$ cat src/rtl/core/periodic_task_slot_scheduler_macros.svh
// Assertion helpers shared by the scheduler modules.
`ifndef PERIODIC_TASK_SLOT_SCHEDULER_MACROS_SVH
`define PERIODIC_TASK_SLOT_SCHEDULER_MACROS_SVH

// Check a property on every rising clock edge outside reset.
`define PTSS_ASSERT(lbl, prop, msg) \
  lbl: assert property (@(posedge clk_i) disable iff (!rst_ni) (prop)) else $error(msg);

// Check that a condition never holds outside reset.
`define PTSS_ASSERT_NEVER(lbl, cond, msg) \
  `PTSS_ASSERT(lbl, !(cond), msg)

`endif

$ cat src/rtl/core/ptss_pkg.sv
package ptss_pkg;

  localparam int unsigned SLOTS        = 8;
  localparam int unsigned TASK_ID_BITS = 8;
  localparam int unsigned SLOT_BITS    = $clog2(SLOTS);
  localparam int unsigned TICK_BITS    = 16;
  localparam int unsigned PEND_BITS    = 8;

  typedef enum logic [1:0] {
    OP_TICK = 2'd0,
    OP_ADD  = 2'd1,
    OP_DISP = 2'd2,
    OP_NONE = 2'd3
  } opcode_e;

  typedef enum logic [1:0] {
    KIND_ADDED = 2'd0,
    KIND_FULL  = 2'd1,
    KIND_DUE   = 2'd2,
    KIND_IDLE  = 2'd3
  } kind_e;

  typedef enum logic [3:0] {
    ST_IDLE = 4'b0001,
    ST_ADD  = 4'b0010,
    ST_TICK = 4'b0100,
    ST_DISP = 4'b1000
  } state_e;

  typedef struct packed {
    opcode_e                 opcode;
    logic [TASK_ID_BITS-1:0] task_id;
    logic [TICK_BITS-1:0]    first_delay;
    logic [TICK_BITS-1:0]    repeat_period;
  } req_t;

  typedef struct packed {
    kind_e                   kind;
    logic [SLOT_BITS-1:0]    slot;
    logic [TASK_ID_BITS-1:0] due_task;
    logic                    last;
  } res_t;

  // Controller to datapath commands.
  typedef struct packed {
    logic load;
    logic add;
    logic tick;
    logic disp;
  } cmd_t;

  // Datapath to controller status.
  typedef struct packed {
    logic last_slot;
  } sts_t;

endpackage

$ cat src/rtl/core/ptss_ctrl.sv
`include "periodic_task_slot_scheduler_macros.svh"

module ptss_ctrl (
  input  logic                clk_i,
  input  logic                rst_ni,
  input  logic                start,
  input  ptss_pkg::opcode_e   opcode_i,
  input  ptss_pkg::sts_t      sts_i,
  output logic                busy,
  output ptss_pkg::cmd_t      cmd_o
);

  ptss_pkg::state_e state_q, state_d;
  logic             in_tick, in_disp;

  always_comb begin
    state_d = state_q;
    cmd_o   = '0;
    case (state_q)
      ptss_pkg::ST_IDLE: begin
        if (start) begin
          cmd_o.load = 1'b1;
          case (opcode_i)
            ptss_pkg::OP_TICK: state_d = ptss_pkg::ST_TICK;
            ptss_pkg::OP_ADD:  state_d = ptss_pkg::ST_ADD;
            ptss_pkg::OP_DISP: state_d = ptss_pkg::ST_DISP;
            default:           state_d = ptss_pkg::ST_IDLE;
          endcase
        end
      end
      ptss_pkg::ST_ADD: begin
        cmd_o.add = 1'b1;
        state_d   = ptss_pkg::ST_IDLE;
      end
      ptss_pkg::ST_TICK: begin
        cmd_o.tick = 1'b1;
        if (sts_i.last_slot) state_d = ptss_pkg::ST_IDLE;
      end
      ptss_pkg::ST_DISP: begin
        cmd_o.disp = 1'b1;
        if (sts_i.last_slot) state_d = ptss_pkg::ST_IDLE;
      end
      default: state_d = ptss_pkg::ST_IDLE;
    endcase
  end

  always_ff @(posedge clk_i or negedge rst_ni) begin
    if (!rst_ni) begin
      state_q <= ptss_pkg::ST_IDLE;
    end else begin
      state_q <= state_d;
    end
  end

  assign busy    = (state_q != ptss_pkg::ST_IDLE);
  assign in_tick = (state_q == ptss_pkg::ST_TICK);
  assign in_disp = (state_q == ptss_pkg::ST_DISP);

  `PTSS_ASSERT(a_disp_holds, (in_disp && !sts_i.last_slot) |=> in_disp, "walk cut short")
  `PTSS_ASSERT(a_tick_ends, (in_tick && sts_i.last_slot) |=> !busy, "tick walk overran")
  `PTSS_ASSERT_NEVER(a_load_busy, cmd_o.load && busy, "request taken while busy")

endmodule

$ cat src/rtl/core/ptss_dp.sv
`include "periodic_task_slot_scheduler_macros.svh"

module ptss_dp (
  input  logic            clk_i,
  input  logic            rst_ni,
  input  ptss_pkg::cmd_t  cmd_i,
  input  ptss_pkg::req_t  req_i,
  output ptss_pkg::sts_t  sts_o,
  output logic            res_valid_o,
  output ptss_pkg::res_t  res_o
);

  logic [ptss_pkg::TASK_ID_BITS-1:0] task_q [ptss_pkg::SLOTS];
  logic [ptss_pkg::TICK_BITS-1:0]    cd_q   [ptss_pkg::SLOTS];
  logic [ptss_pkg::TICK_BITS-1:0]    rel_q  [ptss_pkg::SLOTS];
  logic [ptss_pkg::PEND_BITS-1:0]    pend_q [ptss_pkg::SLOTS];

  logic [ptss_pkg::SLOTS-1:0]     occ_q, occ_d;
  logic [ptss_pkg::SLOTS-1:0]     due_q, due_d;
  logic [ptss_pkg::SLOT_BITS-1:0] idx_q;
  ptss_pkg::req_t                 req_q;
  ptss_pkg::res_t                 res_q, res_d;
  logic                           res_vld_q, res_vld_d;

  logic [ptss_pkg::TASK_ID_BITS-1:0] cur_task;
  logic [ptss_pkg::TICK_BITS-1:0]    cur_cd, cur_rel;
  logic [ptss_pkg::PEND_BITS-1:0]    cur_pend;

  logic                              wr_en;
  logic [ptss_pkg::SLOT_BITS-1:0]    wr_idx;
  logic [ptss_pkg::TASK_ID_BITS-1:0] wr_task;
  logic [ptss_pkg::TICK_BITS-1:0]    wr_cd, wr_rel;
  logic [ptss_pkg::PEND_BITS-1:0]    wr_pend;

  logic                           free_found;
  logic [ptss_pkg::SLOT_BITS-1:0] free_idx;
  logic                           due_above;

  assign cur_task = task_q[idx_q];
  assign cur_cd   = cd_q[idx_q];
  assign cur_rel  = rel_q[idx_q];
  assign cur_pend = pend_q[idx_q];

  // Lowest free slot.
  always_comb begin
    free_found = 1'b0;
    free_idx   = '0;
    for (int j = ptss_pkg::SLOTS - 1; j >= 0; j--) begin
      if (!occ_q[j]) begin
        free_found = 1'b1;
        free_idx   = ptss_pkg::SLOT_BITS'(j);
      end
    end
  end

  // Any due slot beyond the current one decides the last flag.
  always_comb begin
    due_above = 1'b0;
    for (int j = 0; j < ptss_pkg::SLOTS; j++) begin
      if (ptss_pkg::SLOT_BITS'(j) > idx_q && due_q[j]) due_above = 1'b1;
    end
  end

  always_comb begin
    wr_en     = 1'b0;
    wr_idx    = idx_q;
    wr_task   = cur_task;
    wr_cd     = cur_cd;
    wr_rel    = cur_rel;
    wr_pend   = cur_pend;
    occ_d     = occ_q;
    due_d     = due_q;
    res_vld_d = 1'b0;
    res_d     = '{kind: ptss_pkg::KIND_ADDED, slot: '0, due_task: '0, last: 1'b1};

    if (cmd_i.add) begin
      res_vld_d = 1'b1;
      if (free_found) begin
        wr_en            = 1'b1;
        wr_idx           = free_idx;
        wr_task          = req_q.task_id;
        wr_cd            = req_q.first_delay;
        wr_rel           = req_q.repeat_period;
        wr_pend          = '0;
        occ_d[free_idx]  = |req_q.task_id;
        due_d[free_idx]  = 1'b0;
        res_d.slot       = free_idx;
      end else begin
        res_d.kind = ptss_pkg::KIND_FULL;
      end
    end

    if (cmd_i.tick && occ_q[idx_q]) begin
      wr_en = 1'b1;
      if (cur_cd == '0) begin
        if (cur_pend != '1) wr_pend = cur_pend + 1'b1;
        if (cur_rel != '0) wr_cd = cur_rel;
      end else begin
        wr_cd = cur_cd - 1'b1;
      end
      due_d[idx_q] = |wr_pend;
    end

    if (cmd_i.disp) begin
      if (due_q[idx_q]) begin
        res_vld_d      = 1'b1;
        res_d.kind     = ptss_pkg::KIND_DUE;
        res_d.slot     = idx_q;
        res_d.due_task = cur_task;
        res_d.last     = !due_above;
        wr_en          = 1'b1;
        if (cur_rel == '0) begin
          // One-shot: free the slot and drop any remaining runs.
          wr_pend      = '0;
          occ_d[idx_q] = 1'b0;
          due_d[idx_q] = 1'b0;
        end else begin
          wr_pend      = cur_pend - 1'b1;
          due_d[idx_q] = |wr_pend;
        end
      end else if (idx_q == '0 && due_q == '0) begin
        res_vld_d  = 1'b1;
        res_d.kind = ptss_pkg::KIND_IDLE;
      end
    end
  end

  always_ff @(posedge clk_i) begin
    if (wr_en) begin
      task_q[wr_idx] <= wr_task;
      cd_q[wr_idx]   <= wr_cd;
      rel_q[wr_idx]  <= wr_rel;
      pend_q[wr_idx] <= wr_pend;
    end
    if (cmd_i.load) req_q <= req_i;
    res_q <= res_d;
  end

  always_ff @(posedge clk_i or negedge rst_ni) begin
    if (!rst_ni) begin
      occ_q     <= '0;
      due_q     <= '0;
      idx_q     <= '0;
      res_vld_q <= 1'b0;
    end else begin
      occ_q     <= occ_d;
      due_q     <= due_d;
      res_vld_q <= res_vld_d;
      if (cmd_i.load) begin
        idx_q <= '0;
      end else if (cmd_i.tick || cmd_i.disp) begin
        idx_q <= idx_q + 1'b1;
      end
    end
  end

  assign sts_o.last_slot = (idx_q == ptss_pkg::SLOT_BITS'(ptss_pkg::SLOTS - 1));
  assign res_valid_o     = res_vld_q;
  assign res_o           = res_q;

  `PTSS_ASSERT_NEVER(a_due_free, |(due_q & ~occ_q), "free slot marked due")
  `PTSS_ASSERT(a_res_source, res_vld_q |-> $past(cmd_i.add || cmd_i.disp), "stray result")

endmodule

$ cat src/rtl/core/periodic_task_slot_scheduler.sv
// Channel   Direction  Handshake                      Payload
// request   in         start high while busy low      req_i   (ptss_pkg::req_t)
// result    out        res_valid_o strobe, one cycle  res_o   (ptss_pkg::res_t)
//
// Add holds busy for one cycle; its result is registered from the add state and strobes from that register.
// Tick and dispatch hold busy while the walk visits all SLOTS (8) table slots, one slot per cycle,
// through a single read-modify-write of the slot registers.
// Opcode 3 is taken and dropped at once; busy stays low.
// Reset frees every slot at once through the occupied and due flags; no clearing pass.
// The receiver cannot stall: each result is on the ports for its strobe cycle only.
module periodic_task_slot_scheduler (
  input  logic           clk_i,
  input  logic           rst_ni,
  input  logic           start,
  input  ptss_pkg::req_t req_i,
  output logic           busy,
  output logic           res_valid_o,
  output ptss_pkg::res_t res_o
);

  ptss_pkg::cmd_t cmd;
  ptss_pkg::sts_t sts;

  // Sequence the walk: one state per operation, the slot index lives in the datapath.
  ptss_ctrl u_ctrl (
    .clk_i    (clk_i),
    .rst_ni   (rst_ni),
    .start    (start),
    .opcode_i (req_i.opcode),
    .sts_i    (sts),
    .busy     (busy),
    .cmd_o    (cmd)
  );

  // Hold the slot table, latch the request and register each result.
  ptss_dp u_dp (
    .clk_i       (clk_i),
    .rst_ni      (rst_ni),
    .cmd_i       (cmd),
    .req_i       (req_i),
    .sts_o       (sts),
    .res_valid_o (res_valid_o),
    .res_o       (res_o)
  );

endmodule
$ cat config.mk
export PLATFORM = sky130hd
export DESIGN_NAME = periodic_task_slot_scheduler
export DESIGN_NICKNAME = d
export VERILOG_FILES = /design/src/rtl/core/ptss_pkg.sv /design/src/rtl/core/ptss_ctrl.sv /design/src/rtl/core/ptss_dp.sv /design/src/rtl/core/periodic_task_slot_scheduler.sv
export VERILOG_INCLUDE_DIRS = /design/src /design/src/rtl/core
export SDC_FILE = /design/constraint.sdc
export NUM_CORES = 1
export LEC_CHECK = 0
export ABC_CLOCK_PERIOD_IN_PS = 7100
export BUFFER_PORTS_ARGS = -buffer_cell sky130_fd_sc_hd__buf_2
export CAP_MARGIN = 20
export CORE_UTILIZATION = 40
export CTS_BUF_LIST = sky130_fd_sc_hd__clkbuf_8
export DETAILED_ROUTE_END_ITERATION = 6
export MAX_ROUTING_LAYER = met4
export PLACE_DENSITY = 0.68
export SYNTH_ARGS = -nofsm -noshare
export SYNTH_HDL_FRONTEND = slang
export SYNTH_SLANG_ARGS = --single-unit
$ cat constraint.sdc
create_clock -name clk_i -period 7.1 [get_ports clk_i]
set_clock_uncertainty 0.2 [all_clocks]
set_input_delay 1.775 -clock clk_i [delete_from_list [all_inputs] [get_ports clk_i]]
set_output_delay 1.775 -clock clk_i [all_outputs]
set_load 0.05 [all_outputs]
==> impl_metrics.env, run 1 <==
export IMPL_ys_ff_latch=462
export IMPL_period_minus_slack_ns=5.536
export IMPL_r2r_setup_slack_ns=1.56
export IMPL_tightest_slew_ns=0.9666
export IMPL_r2r_cells=12
export IMPL_grt_max_degree=68
export IMPL_post_place_ws_ns=1.713
export IMPL_hold_path_depth=2
export IMPL_crit_path_cell_trace="inv_2 -> a221o_1 -> a22oi_1 -> ha_1 -> inv_1 -> a221o_1 -> or4b_1 -> or3_1 -> o32ai_1 -> o2111ai_1 -> a211oi_2 -> o31ai_1"
export IMPL_area_growth_pct=13.37
export IMPL_via_per_inst=5.894
export IMPL_finalHoldViolations=0
export IMPL_synth_edff_count=424
export IMPL_yosys_most_used_dff="edfxtp_1"
export IMPL_dieArea_um2=49910
export IMPL_hold_buffers=0
export IMPL_yosysSeqAreaShare_pct=69.44
export IMPL_cts_root_buf="clkbuf_8"
export IMPL_syn_avg_cell_area_um2=15.07
export IMPL_max_stage_delay_ns=1.02
export IMPL_cp_max_fo=58
export IMPL_hpwl_mm=30.07
export IMPL_wl_per_cell_um=24.22
export IMPL_cts_clk_slew_worst_paths_ns=0.06
export IMPL_reg2reg_from="u_dp.idx_q[1]"
export IMPL_cp_data_arrival_time_ns=5.82
export IMPL_layout_common_cells="edfxtp_1 (424), nor2_1 (109), clkbuf_8 (78)"
export IMPL_hp_class="reg -> reg"
export IMPL_slew_headroom_pct=35.36
export IMPL_tritoncts="built"
export IMPL_irDropWorstVdd_mv=0.1916
export IMPL_io_pins=61
export IMPL_totalPowerFinal_mw=8.771
export IMPL_path_class="reg -> reg"
export IMPL_multiInputGateArea_um2=5660
export IMPL_drt_iter0_drc=1251
export IMPL_grt_first_pass_wirelength_mm=75.07
export IMPL_power_leakage_nw=7.321
export IMPL_power_density_nw_per_um2=394.6
export IMPL_cp_end_kind="register"
export IMPL_cts_setup_buffers=0
export IMPL_drc_errors=0
export IMPL_cts_htree_levels=3
export IMPL_fin_ws_ns=1.564
export IMPL_seq_area_um2=13620
export IMPL_ant_nets=0
export IMPL_timing_max_transition_violations_final=0
export IMPL_cts_buffers=74
export IMPL_finalCritPeriodShare_pct=77.97
export IMPL_rows=80
export IMPL_rsz0062_at_grt="no"
export IMPL_synth_net_count=1353
export IMPL_async_reset_ff_share_pct=5.195
export IMPL_clk_latency_ns=0.64
export IMPL_start_util_pct=40.81
export IMPL_vias=12230
export IMPL_nNetsFinal=1453
export IMPL_cp_start_kind="register"
export IMPL_overflow=0
export IMPL_regToRegEndpoint="u_dp.due_q[3]"
export IMPL_coreArea_um2=48050
export IMPL_port_buffers=60
export IMPL_ys_types=82
export IMPL_tns_ns=0
export IMPL_die_h_um=223.4
export IMPL_cts_buffer_depth=3
export IMPL_n_fill_cell=4143
export IMPL_fmax_mhz=180.6
export IMPL_drv_cap=0
export IMPL_ys_warn_count=0
export IMPL_grtUsageTotal_pct=20.94
export IMPL_drive_gt1_share_pct=20.73
export IMPL_grt_pass1_vias=12130
export IMPL_place_gp_congestion=0.9111
export IMPL_syn_instance_count=1301
export IMPL_antenna_found_initial=2
export IMPL_finalSetupViolations=0
export IMPL_slowest_stage="dfrtp_4"
export IMPL_crit_top_cell="a221o_1"
export IMPL_hold_end="u_dp.res_o[7]"
export IMPL_syn_area_um2=19610
export IMPL_fin_hold_ws_ns=0.3307
export IMPL_min_delay_start="u_dp.task_q[6][6]"
export IMPL_status="finished, final reports clean"
export IMPL_final_common_cell="edfxtp_1"
export IMPL_worstPathRequired_ns=7.38
export IMPL_totalWireLength_mm=50.25
export IMPL_cts_sinks=462
export IMPL_cts_resized_gates=0
export IMPL_chipWidth_um=223.4
export IMPL_first_pass_iters=6
==> logic make-up after synthesis <==
family          synth area share, %
fa+ha+maj                    0.4467
mux                           9.566
simple gates                  7.250
flops                         69.44
compound gates                10.66
xor+xnor                     0.5361
buf+inv                       2.099
==> metrics by stage <==
stage | area, um^2 | std cells | utilization [%]
final | 22230 | 2075 | 46.26
after global routing | 22230 | 2074 | 46.26
after CTS | 22220 | 2072 | 46.25
after detailed placement | 20800 | 1940 | 43.29
after global placement | 20790 | 1939 | 43.28
after floorplan | 19610 | 1301 | -
==> worst max-delay path, delay by kind of cell (launching register included) <==
kind            cells  cell delay, ns
flops               1            1.02
buf+inv             2            0.44
compound gates      7            2.17
fa+ha+maj           1            0.24
simple gates        2            1.24
==> how the worst max path moves through the flow <==
stage | from | end | slack, ns | depth (start not counted)
4_1_cts | u_dp.idx_q[1] | u_dp.due_q[3] | 1.67 | 12
5_1_grt | u_dp.idx_q[1] | u_dp.due_q[3] | 1.32 | 12
3_3_place_gp | u_dp.idx_q[1] | u_dp.due_q[4] | 1.80 | 12
6_report | u_dp.idx_q[1] | u_dp.due_q[3] | 1.56 | 12
3_5_place_dp | u_dp.idx_q[1] | u_dp.due_q[3] | 1.71 | 12
2_1_floorplan | u_dp.idx_q[0] | u_dp.cd_q[6][0] | 0.35 | 12
==> per-layer routing <==
layer | wire length, um | part of all wire, % | global-route usage [%]
met1 | 21270 | 42 | 27.08
met5 | 0 | 0 | -
met4 | 1591 | 3.2 | 8.860
met3 | 3866 | 7.7 | 4.899
met2 | 23530 | 47 | 31.75
==> state kept, by name, indices dropped and copies added (netlist names) <==
register and flops:
u_dp.occ_q 8, u_dp.task_q 64, u_dp.pend_q 64, u_dp.rel_q 128, u_dp.cd_q 128, u_dp.due_q 8, u_dp.req_q 40, u_dp.res_valid_o 1
u_ctrl.state_q 4, u_dp.idx_q 3, u_dp.res_o 14
==> final cells by class <==
type	count	area share, %
diodes	3	0.03377
clock buffers	78	4.830
clock inverters	54	1.565
inverters	17	0.2871
multi-input cells	748	25.47
flip-flops and latches	462	61.29
well taps	615	3.462
repair buffers	98	3.068
==> cell usage after synthesis (20+ instances only) <==
master / n / area share (%)
edfxtp_1: 424 / 65
nor2_1: 117 / 2.2
a21oi_1: 77 / 2.0
nand2_1: 61 / 1.2
mux2i_1: 58 / 3.0
mux2_2: 37 / 2.1
mux4_2: 37 / 4.3
o21ai_0: 30 / 0.77
clkbuf_1: 29 / 0.56
buf_2: 26 / 0.66
dfrtp_1: 23 / 2.9
a221oi_1: 22 / 0.98
a22oi_1: 21 / 0.80
nand3_1: 20 / 0.51
nor3_1: 20 / 0.51
==> where the power goes <==
group | internal, mW | switching, mW
registers | 3.75 | 0.179
clock network | 1.17 | 1.03
logic | 0.819 | 1.82
total | 5.74 | 3.03
Power figures use the tool's default switching activity.
==> run 2: changes to the inputs <==
- ABC_AREA: not set -> 1
- ABC_CLOCK_PERIOD_IN_PS: 7100 -> 5000
- clock period: 7.1 -> 5 ns (I/O delays scaled with it)
==> impl_metrics.env, run 2 <==
export IMPL_async_reset_ff_share_pct=5.195
export IMPL_cp_data_arrival_time_ns=4.79
export IMPL_synth_most_common_cell="nand2_1"
export IMPL_first_pass_iters=6
export IMPL_slew_headroom_pct=37.55
export IMPL_swShare_pct=36.20
export IMPL_coreArea_um2=50270
export IMPL_wl_per_cell_um=18.99
export IMPL_hold_buffers=0
export IMPL_fmax_mhz=217.1
export IMPL_start_util_pct=40.66
export IMPL_finalSetupViolations=0
export IMPL_clk_latency_ns=0.67
export IMPL_cp_end_kind="register"
export IMPL_ys_types=53
export IMPL_tns_ns=0
export IMPL_tritoncts="built"
export IMPL_p_clk_share_pct=26.1
export IMPL_yosys_most_used_dff="edfxtp_1"
export IMPL_netlist_top_cells_count="nand2_1 (652), edfxtp_1 (424), inv_1 (180), nor2_1 (126), nand3_1 (86)"
export IMPL_final_common_cell="nand2_1"
export IMPL_rsz0062_at_grt="no"
export IMPL_power_leakage_nw=9.110
export IMPL_overflow=0
export IMPL_dpl_cell_area_um2=21660
export IMPL_post_place_ws_ns=0.5281
export IMPL_vias=14440
export IMPL_synth_edff_count=424
export IMPL_drc_errors=0
export IMPL_cts_clk_slew_worst_paths_ns=0.06
export IMPL_finalCritPeriodShare_pct=92.14
export IMPL_yosysSeqAreaShare_pct=66.61
export IMPL_synth_simple_area_share_pct=20.93
export IMPL_synth_area_mux_share_pct=0
export IMPL_via_per_inst=5.213
export IMPL_cts_resized_gates=0
export IMPL_yosys_area_top_type="edfxtp_1"
export IMPL_cts_setup_buffers=0
export IMPL_status="finished, final reports clean"
export IMPL_place_gp_congestion=0.9455
export IMPL_combPwrFrac_pct=29.8
export IMPL_hp_class="in -> async"
export IMPL_area_growth_pct=13.23
export IMPL_ant_nets=0
export IMPL_port_buffers=60
export IMPL_io_pins=61
export IMPL_antenna_found_initial=0
export IMPL_antenna_cells=0
export IMPL_syn_area_um2=20440
export IMPL_timing_max_transition_violations_final=0
export IMPL_n_fill_cell=4556
export IMPL_tightest_slew_ns=0.9270
export IMPL_path_class="reg -> reg"
export IMPL_synth_top_family_by_area="simple AND/OR/NAND/NOR gates"
export IMPL_drive_gt1_share_pct=13.35
export IMPL_largestRegisters="u_dp.cd_q x128, u_dp.rel_q x128"
export IMPL_synthXorXnorAreaFrac_pct=0.4714
export IMPL_seqPwrFrac_pct=44.0
export IMPL_grtUsageTotal_pct=20.85
export IMPL_ys_top_cells_by_area="edfxtp_1 (62%), nand2_1 (12%), inv_1 (3.3%)"
export IMPL_grt_max_degree=65
export IMPL_synth_fa_ha_area_share_pct=0.4285
export IMPL_chipWidth_um=228.1
export IMPL_finalHoldViolations=0
export IMPL_layout_common_cells="nand2_1 (652), edfxtp_1 (424), inv_1 (200)"
export IMPL_hpwl_mm=31.89
export IMPL_ys_warn_count=0
export IMPL_cts_buffer_depth=3
export IMPL_syn_avg_cell_area_um2=10.59
export IMPL_netSwitchingPower_mw=4.439
export IMPL_fin_ws_ns=0.3932
export IMPL_ys_ff_latch=462
export IMPL_irDropWorstVdd_mv=0.3181
export IMPL_grt_pass1_vias=14270
export IMPL_nNetsFinal=2089
export IMPL_drt_iter0_drc=1282
export IMPL_synth_net_count=1982
export IMPL_cts_root_buf="clkbuf_8"
export IMPL_synth_top_area_share_pct=62.29
export IMPL_cts_sinks=462
export IMPL_syn_instance_count=1930
export IMPL_totalWireLength_mm=52.61
export IMPL_p_int_mw=7.825
export IMPL_die_h_um=228.1
export IMPL_drv_cap=0
export IMPL_worstPathRequired_ns=5.19
export IMPL_power_density_nw_per_um2=529.9
export IMPL_synth_compound_area_share_pct=6.042
export IMPL_period_minus_slack_ns=4.607
export IMPL_design_area_um2=23140
export IMPL_rows=82
export IMPL_cts_htree_levels=3
export IMPL_cp_start_kind="register"
export IMPL_cp_max_fo=42
export IMPL_cts_buffers=78
export IMPL_grt_first_pass_wirelength_mm=81.06
export IMPL_dieArea_um2=52010
[run 2: metal layers]
metal / up-vias / wire length [um] / global-route usage [%] / part of all wire, %
met4: 0 / 1402 / 6.900 / 2.7
met2: 586 / 25290 / 33.80 / 48
met1: 6982 / 22130 / 26.36 / 42
met3: 111 / 3775 / 3.850 / 7.2
met5: - / 0 / - / 0
li1: 6762 / - / - / -
[run 2: layout make-up]
class	instances	area (um^2)	area share, %
clock inverters	58	336.6	1.454
well taps	672	840.8	3.633
multi-input cells	1207	5812	25.11
inverters	192	723.2	3.125
repair buffers	96	670.6	2.898
flip-flops and latches	462	13620	58.84
clock buffers	83	1142	4.936
[run 2: worst paths after layout]
check / start / endpoint / slack (ns) / cells past startpoint
max: u_dp.idx_q[0] / u_dp.cd_q[1][8] / 0.39 / 16
min: rst_ni / u_dp.due_q[6] / 0.39 / 1
max reg2reg: u_dp.idx_q[0] / u_dp.cd_q[1][8] / 0.39 / 16
min reg2reg: u_dp.occ_q[4] / u_dp.occ_q[4] / 0.40 / 2
max in group asynchronous: rst_ni / u_dp.idx_q[0] / 3.75 / 1
min in group clk_i: u_dp.occ_q[4] / u_dp.occ_q[4] / 0.40 / 2
[run 2: worst max-delay path, cell delays in order, from the launching register on]
cell and delay [ns]:
dfrtp_4 0.61, inv_4 0.45, nand2_1 0.22, inv_2 0.44, buf_4 0.31, nand2_1 0.07, nand2_1 0.06, a21oi_1 0.04
nand4_1 0.27, nor2_1 0.12, nand2_1 0.11, nor2_2 0.06, nand2_2 0.42, nand2_1 0.18, o21ai_0 0.36, nand2_1 0.10
o21ai_1 0.31
[run 2: power groups by stage]
| stage | clock network (mW) | logic, mW | registers, mW |
|---|---|---|---|
| detailed placement | 0 | 3.61 | 5.47 |
| finish | 3.20 | 3.66 | 5.40 |
| global route | 3.44 | 4.06 | 5.42 |
| floorplan | 0 | 2.50 | 5.44 |
| global placement | 0 | 3.54 | 5.47 |
| CTS | 3.28 | 3.62 | 5.40 |
[run 2: logic make-up after synthesis]
family,after synthesis
adders and majority gates,7
buffers and inverters,261
and+or+nand+nor,988
xor gates and xnor gates,11
AOI/OAI and AO/OA,201
DFF,462
[run 2: stage by stage]
step | hold slack [ns] | std cells | power, mW | utilization [%]
finish | 0.3941 | 2770 | 12.26 | 46.04
global route | 0.3908 | 2770 | 12.92 | 46.04
CTS | 0.3676 | 2770 | 12.30 | 46.04
detailed placement | 0.3822 | 2629 | 9.082 | 43.09
global placement | 0.3701 | 2629 | 9.005 | 43.09
floorplan | 0.3141 | 1930 | 7.935 | -
==> run 3: changes to the inputs <==
- ABC_CLOCK_PERIOD_IN_PS: 5000 -> 4100
- GPL_TIMING_DRIVEN: not set -> 0
- clock period: 5 -> 4.1 ns (I/O delays scaled with it)
==> impl_metrics.env, run 3 (synthesized netlist as in run 2, its figures left out) <==
export IMPL_power_leakage_nw=9.724
export IMPL_cts_root_buf="clkbuf_8"
export IMPL_port_buffers=60
export IMPL_drive_gt1_share_pct=17.92
export IMPL_final_util_pct=48.46
export IMPL_cts_clk_slew_worst_paths_ns=0.06
export IMPL_cp_max_fo=11
export IMPL_cts_buffers=77
export IMPL_totalPowerFinal_mw=15.92
export IMPL_r2r_cells=16
export IMPL_grt_pass1_vias=14840
export IMPL_antenna_cells=0
export IMPL_vias=15080
export IMPL_clk_latency_ns=0.68
export IMPL_status="finished, final reports clean"
export IMPL_path_class="reg -> reg"
export IMPL_period_minus_slack_ns=4.010
export IMPL_overflow=0
export IMPL_area_growth_pct=19.20
export IMPL_finalSetupViolations=0
export IMPL_design_area_um2=24360
export IMPL_layout_common_cells="nand2_1 (646), edfxtp_1 (424), inv_1 (201)"
export IMPL_coreArea_um2=50270
export IMPL_r2r_setup_slack_ns=0.09
export IMPL_grtUsageTotal_pct=23.71
export IMPL_cts_htree_levels=3
export IMPL_die_h_um=228.1
export IMPL_drt_iter0_drc=1529
export IMPL_drc_errors=0
export IMPL_totalWireLength_mm=60.04
export IMPL_fin_ws_ns=0.09006
export IMPL_n_fill_cell=4532
export IMPL_timing_max_transition_violations_final=0
export IMPL_fmax_mhz=249.4
export IMPL_place_gp_congestion=0.9467
export IMPL_grt_first_pass_wirelength_mm=89.11
export IMPL_cp_end_kind="register"
export IMPL_finalHoldViolations=0
export IMPL_first_pass_iters=7
export IMPL_start_util_pct=40.66
export IMPL_dpl_cell_area_um2=22340
export IMPL_hpwl_mm=40.82
export IMPL_cts_buffer_depth=3
export IMPL_cts_sinks=462
export IMPL_via_per_inst=5.265
export IMPL_tritoncts="built"
export IMPL_io_pins=61
export IMPL_finalCritPeriodShare_pct=97.80
export IMPL_grt_max_degree=25
export IMPL_power_density_nw_per_um2=653.5
export IMPL_irDropWorstVdd_mv=0.4047
export IMPL_cp_start_kind="register"
export IMPL_wl_per_cell_um=20.96
export IMPL_tightest_slew_ns=0.8863
export IMPL_dp_cells=2701
export IMPL_worstPathRequired_ns=4.26
export IMPL_antenna_found_initial=0
export IMPL_slew_headroom_pct=40.85
export IMPL_largestRegisters="u_dp.cd_q x128, u_dp.rel_q x128"
export IMPL_hp_class="in -> async"
export IMPL_final_common_cell="nand2_1"
export IMPL_dieArea_um2=52010
export IMPL_post_place_ws_ns=-0.9491
export IMPL_cp_data_arrival_time_ns=4.17
export IMPL_drv_cap=0
export IMPL_chipWidth_um=228.1
export IMPL_final_cells=2865
export IMPL_rows=82
export IMPL_nNetsFinal=2181
export IMPL_ant_nets=0
-- run 3: changes by cell type in the layout (fill, tap and decap cells not counted), moves of 6 or more --
cell       change
buf_16         +6
buf_2         +23
buf_4          +8
buf_6         +26
buf_8         +16
bufinv_16      +6
clkbuf_1      +11
nand2_1        -6
o21ai_2        +6
-- run 3: per-layer routing --
layer,up-vias,share of wire [%],track usage (%)
li1,6954,-,-
met1,7333,41,29.85
met2,650,47,37.24
met3,147,8.0,4.913
met4,0,3.7,9.878
met5,-,0,-
-- run 3: report_power, final --
group	leakage (nW)	switching [mW]	internal [mW]
sequential	4.26	0.185	6.40
clock	0.899	1.94	2.35
combinational	4.56	3.70	1.35
total	9.72	5.82	10.1
-- run 3: final cells by class --
type,count,area [um^2],area share (%)
inverter,192,733.2,3.009
multi-input combinational,1207,6007,24.65
tap,672,840.8,3.451
timing repair buffer,122,1104,4.529
clock inverter,63,521.8,2.141
buffer,67,440.4,1.808
sequential,462,13620,55.89
clock buffer,80,1101,4.519
-- run 3: repair_timing --
action / CTS / global route
hold buffers: 0 / 0
gates resized for setup: 44 / 19
buffers inserted: 19 / 4
endpoints found under the setup margin: 560 / 216
pin swaps: 16 / 4
gates cloned: 0 / 0
-- run 3: metrics by stage --
| step | hold slack, ns | setup TNS, ns |
|---|---|---|
| after floorplan | 0.3141 | -0.05476 |
| final | 0.1511 | 0 |
| after global routing | 0.1652 | -0.01287 |
| after detailed placement | 0.3513 | -207.03 |
| after global placement | 0.3575 | -1183.37 |
| after CTS | 0.1281 | 0 |
-- run 3: path summary, 6_finish.rpt --
| kind | from | endpoint |
|---|---|---|
| max reg2reg | u_dp.idx_q[0] | u_dp.cd_q[2][5] |
| max in group asynchronous | rst_ni | u_dp.idx_q[2] |
| min in group clk_i | req_i[7] | u_dp.req_q[7] |
| min reg2reg | u_dp.occ_q[4] | u_dp.occ_q[4] |
| min | rst_ni | u_dp.due_q[0] |
| max | u_dp.idx_q[0] | u_dp.cd_q[2][5] |
-- run 3: critical path, cell delays in order (launching register included) --
cell      delay, ns
dfrtp_2        0.43
buf_6          0.15
inv_4          0.09
buf_12         0.17
nor2_4         0.31
buf_4          0.29
clkbuf_4       0.27
nand2_1        0.07
nand4_1        0.12
nand2_1        0.18
nand2_4        0.20
nor2_4         0.12
nor4_4         0.24
buf_8          0.21
buf_6          0.21
buf_8          0.18
buf_6          0.20
